===== config.mk =====
export PLATFORM = sky130hd
export DESIGN_NAME = dual_order_preferential_queue
export DESIGN_NICKNAME = d
export VERILOG_FILES = /design/src/design/dopq_pkg.sv /design/src/design/dopq_store.sv /design/src/design/dual_order_preferential_queue.sv
export SDC_FILE = /design/constraint.sdc
export NUM_CORES = 1
export LEC_CHECK = 0
export BUFFER_PORTS_ARGS = -buffer_cell sky130_fd_sc_hd__buf_2
export CORE_UTILIZATION = 35
export DETAILED_ROUTE_END_ITERATION = 8
export PLACE_DENSITY = 0.52
export SYNTH_ARGS = -nofsm -noshare
export SYNTH_HDL_FRONTEND = slang
export SYNTH_SLANG_ARGS = --single-unit

===== constraint.sdc =====
create_clock -name clk -period 3 [get_ports clk]
set_input_delay 0 -clock clk [delete_from_list [all_inputs] [get_ports clk]]
set_output_delay 0 -clock clk [all_outputs]
set_load 0.02 [all_outputs]

===== src/design/dopq_pkg.sv =====
// Shared types and constants for the dual order preferential queue.
// No dependencies; used by every other file of the block.
package dopq_pkg;

	localparam int unsigned CAPACITY  = 16;
	localparam int unsigned ID_WIDTH  = 16;
	localparam int unsigned AGE_WIDTH = 8;
	localparam int unsigned IDX_W     = $clog2(CAPACITY);
	localparam int unsigned CNT_W     = $clog2(CAPACITY + 1);

	localparam logic [2:0] REQ_INSERT   = 3'd0;
	localparam logic [2:0] REQ_REM_PREF = 3'd1;
	localparam logic [2:0] REQ_REM_FIFO = 3'd2;
	localparam logic [2:0] REQ_ABANDON  = 3'd3;
	localparam logic [2:0] REQ_QUERY    = 3'd4;

	typedef struct packed {
		logic [2:0]           req_type;
		logic [ID_WIDTH-1:0]  entry_id;
		logic [AGE_WIDTH-1:0] entry_age;
	} req_t;

	typedef struct packed {
		logic                 ok;
		logic [ID_WIDTH-1:0]  out_id;
		logic [AGE_WIDTH-1:0] out_age;
		logic [CNT_W-1:0]     count;
	} rsp_t;

	typedef struct packed {
		logic [ID_WIDTH-1:0]  id;
		logic [AGE_WIDTH-1:0] age;
	} entry_t;

	typedef struct packed {
		logic             we;
		logic [IDX_W-1:0] addr;
		entry_t           data;
	} mem_wr_t;

endpackage


===== src/design/dopq_store.sv =====
// Entry store: one write port and one registered read port.
// Depends on dopq_pkg for the entry and write port types.
module dopq_store (
	input  logic                          clk,
	input  dopq_pkg::mem_wr_t             wr,
	input  logic                          rd_en,
	input  logic [dopq_pkg::IDX_W-1:0]    rd_addr,
	output dopq_pkg::entry_t              rd_data
);

	dopq_pkg::entry_t mem [dopq_pkg::CAPACITY];

	always_ff @(posedge clk) begin
		if (wr.we) begin
			mem[wr.addr] <= wr.data;
		end
		if (rd_en) begin
			rd_data <= mem[rd_addr];
		end
	end

endmodule


===== src/design/dual_order_preferential_queue.sv =====
// Top level of the dual order preferential queue: sequencer around the entry store.
// Depends on dopq_pkg and dopq_store.
//
//   channel   ports                    transfer
//   request   start, busy, request     start high and busy low at a rising edge
//   result    done, result             done high for one cycle, taken at its end
//
// A request scans all held entries through the store's read port, one a cycle,
// then a removal compacts the entries behind the taken one, one a cycle.
// Reset clears the count and the control registers; store contents need no clearing pass.
// The receiver cannot stall; busy drops in the cycle done is shown.
module dual_order_preferential_queue (
	input  logic                 clk,
	input  logic                 arst_n,
	input  logic                 start,
	output logic                 busy,
	input  dopq_pkg::req_t       request,
	output logic                 done,
	output dopq_pkg::rsp_t       result
);

	typedef enum logic [3:0] {
		ST_IDLE  = 4'b0001,
		ST_SCAN  = 4'b0010,
		ST_EVAL  = 4'b0100,
		ST_SHIFT = 4'b1000
	} state_t;

	state_t                       state_q;
	dopq_pkg::req_t               req_q;
	dopq_pkg::entry_t             rec_q;
	dopq_pkg::rsp_t               rsp_q;
	logic [dopq_pkg::CNT_W-1:0]   cnt_q;
	logic [dopq_pkg::CNT_W-1:0]   rd_idx_q;
	logic [dopq_pkg::IDX_W-1:0]   pos_q;
	logic [dopq_pkg::IDX_W-1:0]   idx_s1;
	logic                         valid_s1;
	logic                         found_q;
	logic                         done_q;

	logic                         rd_en;
	logic                         insert_ok;
	dopq_pkg::entry_t             rd_data;
	dopq_pkg::mem_wr_t            mem_wr;

	assign rd_en = ((state_q == ST_SCAN) || (state_q == ST_SHIFT)) && (rd_idx_q < cnt_q);
	assign insert_ok = !found_q && (cnt_q < dopq_pkg::CNT_W'(dopq_pkg::CAPACITY));

	always_comb begin
		mem_wr = '0;
		if ((state_q == ST_EVAL) && (req_q.req_type == dopq_pkg::REQ_INSERT) && insert_ok) begin
			mem_wr.we       = 1'b1;
			mem_wr.addr     = cnt_q[dopq_pkg::IDX_W-1:0];
			mem_wr.data.id  = req_q.entry_id;
			mem_wr.data.age = req_q.entry_age;
		end else if ((state_q == ST_SHIFT) && valid_s1) begin
			mem_wr.we   = 1'b1;
			mem_wr.addr = idx_s1 - dopq_pkg::IDX_W'(1);
			mem_wr.data = rd_data;
		end
	end

	dopq_store u_store (
		.clk     (clk),
		.wr      (mem_wr),
		.rd_en   (rd_en),
		.rd_addr (rd_idx_q[dopq_pkg::IDX_W-1:0]),
		.rd_data (rd_data)
	);

	always_ff @(posedge clk or negedge arst_n) begin
		if (!arst_n) begin
			state_q  <= ST_IDLE;
			req_q    <= '0;
			rec_q    <= '0;
			rsp_q    <= '0;
			cnt_q    <= '0;
			rd_idx_q <= '0;
			pos_q    <= '0;
			idx_s1   <= '0;
			valid_s1 <= 1'b0;
			found_q  <= 1'b0;
			done_q   <= 1'b0;
		end else begin
			done_q   <= 1'b0;
			valid_s1 <= rd_en;
			idx_s1   <= rd_idx_q[dopq_pkg::IDX_W-1:0];
			if (rd_en) begin
				rd_idx_q <= rd_idx_q + dopq_pkg::CNT_W'(1);
			end
			unique case (state_q)
				ST_IDLE: begin
					if (start) begin
						req_q    <= request;
						found_q  <= 1'b0;
						rd_idx_q <= '0;
						state_q  <= ST_SCAN;
					end
				end
				ST_SCAN: begin
					if (valid_s1) begin
						case (req_q.req_type)
							dopq_pkg::REQ_INSERT, dopq_pkg::REQ_ABANDON,
							dopq_pkg::REQ_QUERY: begin
								if (!found_q && (rd_data.id == req_q.entry_id)) begin
									found_q <= 1'b1;
									pos_q   <= idx_s1;
									rec_q   <= rd_data;
								end
							end
							dopq_pkg::REQ_REM_FIFO: begin
								if (!found_q) begin
									found_q <= 1'b1;
									pos_q   <= idx_s1;
									rec_q   <= rd_data;
								end
							end
							dopq_pkg::REQ_REM_PREF: begin
								if (!found_q || (rd_data.age > rec_q.age)) begin
									found_q <= 1'b1;
									pos_q   <= idx_s1;
									rec_q   <= rd_data;
								end
							end
							default: begin
							end
						endcase
					end
					if (!rd_en && !valid_s1) begin
						state_q <= ST_EVAL;
					end
				end
				ST_EVAL: begin
					rsp_q.ok      <= 1'b0;
					rsp_q.out_id  <= '0;
					rsp_q.out_age <= '0;
					rsp_q.count   <= cnt_q;
					done_q        <= 1'b1;
					state_q       <= ST_IDLE;
					case (req_q.req_type)
						dopq_pkg::REQ_INSERT: begin
							if (insert_ok) begin
								rsp_q.ok    <= 1'b1;
								rsp_q.count <= cnt_q + dopq_pkg::CNT_W'(1);
								cnt_q       <= cnt_q + dopq_pkg::CNT_W'(1);
							end
						end
						dopq_pkg::REQ_QUERY: begin
							if (found_q) begin
								rsp_q.ok      <= 1'b1;
								rsp_q.out_age <= rec_q.age;
							end
						end
						dopq_pkg::REQ_REM_PREF, dopq_pkg::REQ_REM_FIFO,
						dopq_pkg::REQ_ABANDON: begin
							if (found_q) begin
								done_q   <= 1'b0;
								rd_idx_q <= dopq_pkg::CNT_W'(pos_q) + dopq_pkg::CNT_W'(1);
								state_q  <= ST_SHIFT;
							end
						end
						default: begin
						end
					endcase
				end
				ST_SHIFT: begin
					if (!rd_en && !valid_s1) begin
						rsp_q.ok      <= 1'b1;
						rsp_q.out_id  <= rec_q.id;
						rsp_q.out_age <= rec_q.age;
						rsp_q.count   <= cnt_q - dopq_pkg::CNT_W'(1);
						cnt_q         <= cnt_q - dopq_pkg::CNT_W'(1);
						done_q        <= 1'b1;
						state_q       <= ST_IDLE;
					end
				end
				default: begin
					state_q <= ST_IDLE;
				end
			endcase
		end
	end

	assign busy   = (state_q != ST_IDLE);
	assign done   = done_q;
	assign result = rsp_q;

endmodule


==> reports/qor.csv <==
metric;value;unit
gr ovfl total;0;
CTS tree;yes;
starting DRC count in detailed routing;883;
utilization after layout;0.420;
dominant synthesized flop cell;edfxtp_1;
core area;57600;um^2
data arrival time of the critical path;3010;ps
final hold violations;0;
Post-synth EDFFs;408;
RSZ-0062 raised after global routing;false;
Max Cap Viol;0;
P_leak;8.81;nW
PwrDens;723;nW/um^2
Hold WC Path Type;primary input to async pin;
Port Buffers;61;
syn_nets;1076;
FMAX;0.367;GHz
Root Buffer;clkbuf_16;
Reg area;14800;um^2
final wirelength;47400;um
clock latency at the later pin of the worst-skew pair;590;ps
# diodes;0;
share of cells above drive strength 1;0.334;
fin crit share;0.908;
Total Power;17.5;mW
synth warn;0;
total track usage;0.163;
syn_area_per_cell;19.8;um^2
Sink Count;509;
status;finished, final reports clean;
vias per cell;5.11;
Post-Syn Area;20400;um^2
Max H-tree Level;2;
Setup TNS Final;0;ps
clock skew;15.1;ps
Boundary Pins;62;
Die Area;59100;um^2
Setup CP Type;flop to flop;
Max VDD drop;0.410;mV
CP Capture Type;flop;
worst-margin pin slew;841;ps
Required @ worst endpoint;3280;ps
multi-input gate area in the final layout;5400;um^2
routability cong.;0.811;
post_cts resized;0;
Fillers;5020;
synth unique cells;55;
wire per inst;23.7;um
Die X;243;um
setup violators final;0;
Starting Density;0.353;
Vias;10200;
Final nets;1244;
sequential share of the synthesized area;0.726;
total CTS buffers;51;
Rows;88;
Async SR Flop Fraction;0.198;
largest net degree at the start of global routing;101;
first-pass GRT wire length;70600;um
Die Y;243;um
fin crit period;2720;ps
HPWL after detailed placement;30900;um
Reg2Reg Depth;6;
count of pins over their slew limit;0;
Slew HR;0.439;
residual DRC count;0;
first-pass iteration count of the detailed router;5;
Yosys reg bits;509;
antenna viol nets, final;0;
Max Fanout on Critical Path;24;
P&R area growth vs syn;18.9;%
initial antenna violation count;3;
crit path launch type;flop;
clock buffer depth;3;
vias in the first global route;10500;
Synth Instances;1029;
clk slew on worst S/H paths;60;ps
metal layers:
metal / wire length (um) / track usage
met1: 22900 / 0.246
met3: 2150 / 0.0230
met4: 988 / 0.0481
met2: 21400 / 0.243
met5: 7 / 0
synth_stat cells (3+ instances only):
library cell  number  area share
a21oi_1           12      0.0030
a22o_1            24       0.010
a32oi_1            3      0.0013
buf_1              6      0.0011
buf_2             11      0.0027
clkbuf_1          26      0.0048
dfrtp_1          100        0.12
edfxtp_1         408        0.60
ha_1              17       0.010
inv_1             27      0.0050
mux2_2            35       0.019
mux2_4            20       0.015
mux2i_1           26       0.013
mux4_2           120        0.13
nand2_1           59       0.011
nand2b_1           4      0.0012
nand3_1            5      0.0012
nand4_1            6      0.0018
nor2_1            26      0.0048
nor2b_1            4      0.0012
nor3_1             8      0.0020
nor4b_1            3      0.0013
o211ai_1           3      0.0011
o21a_1             3      0.0011
o21ai_0            9      0.0022
o22ai_1            4      0.0012
xnor2_1           23      0.0099
xor2_1             4      0.0017
final cells by class:
type / count / share of cell area
inverters: 29 / 0.00450
clock inverters: 32 / 0.0131
well taps: 765 / 0.0396
flip-flops and latches: 509 / 0.611
multi-input cells: 445 / 0.223
clock buffers: 63 / 0.0563
repair buffers: 161 / 0.0524
per-stage QoR:
| stage | area, um^2 | hold WS [ps] | instances | worst slack [ps] |
|---|---|---|---|---|
| 6_report | 24200 | 51.0 | 2004 | 276 |
| 5_1_grt | 24200 | 135 | 2004 | 165 |
| 4_1_cts | 24200 | 77.6 | 2004 | 255 |
| 3_5_place_dp | 22200 | 165 | 1880 | 266 |
| 3_3_place_gp | 22200 | 151 | 1880 | 242 |
| 2_1_floorplan | 20400 | -296 | 1029 | -279 |
critical path, stage by stage, from the launching register on:
cell	delay [ps]
dfrtp_1	440
or4b_2	750
nor2b_4	270
a22o_1	210
nand2_1	290
nor2_4	230
buf_12	200
cell usage in the layout, fill, tap and decap left out, types with 3 or more instances in the layout:
cell	count
a32oi_1	3
o21ai_0	9
nand2_1	58
nand2b_1	4
nor2b_1	3
nand3_1	5
dfrtp_1	98
clkbuf_16	52
mux2_4	20
nand4_1	6
nor3_1	8
nor2_4	16
clkinv_2	10
mux2_2	35
dlygate4sd3_1	29
nor2_1	10
clkinv_1	12
o22ai_1	4
xor2_1	4
buf_4	61
clkbuf_1	9
edfxtp_1	408
buf_2	60
mux4_2	120
buf_12	11
a21oi_1	12
o21a_1	3
bufinv_16	6
ha_1	17
o211ai_1	3
mux2i_1	26
a22o_1	24
xnor2_1	23
inv_1	27
repair_timing:
item	CTS	global route
hold buffers	29	0
setup buffers	0	0
hold endpoints to repair	90	0
report_power, final:
group	switching, mW	internal [mW]	total, mW
Sequential	0.444	8.01	8.46
Clock	2.65	3.74	6.39
Combinational	1.28	1.35	2.64
registers in the layout (all words and copies together) (netlist names):
signal / cells
result: 30
u_store.rd_data: 24
state_q: 4
done: 1
rd_idx_q: 5
req_q: 27
valid_s1: 1
pos_q: 4
idx_s1: 4
found_q: 1
u_store.mem: 384
rec_q: 24
worst paths after layout:
path                                      end  slack, ps          startpoint
max in group asynchronous           req_q[15]       2100              arst_n
setup / recovery           u_store.mem[15][9]        280          state_q[1]
min in group clk                     req_q[2]        190          request[2]
hold / removal                     result[12]         50              arst_n
hold reg to reg                      rec_q[0]        510  u_store.rd_data[0]
setup reg to reg           u_store.mem[15][9]        280          state_q[1]
cells by family (layout without fill, tap and decap cells):
| group | count (synthesis) | count (layout) | share of synthesized area |
|---|---|---|---|
| AOI/OAI and AO/OA | 76 | 76 | 0.0286 |
| xor gates and xnor gates | 27 | 27 | 0.0116 |
| adders and majority gates | 17 | 17 | 0.0105 |
| buffers and inverters | 75 | 285 | 0.0154 |
| DFF | 509 | 509 | 0.726 |
| muxes | 201 | 201 | 0.180 |
| and+or+nand+nor | 124 | 124 | 0.0280 |
Power figures use the tool's default switching activity.
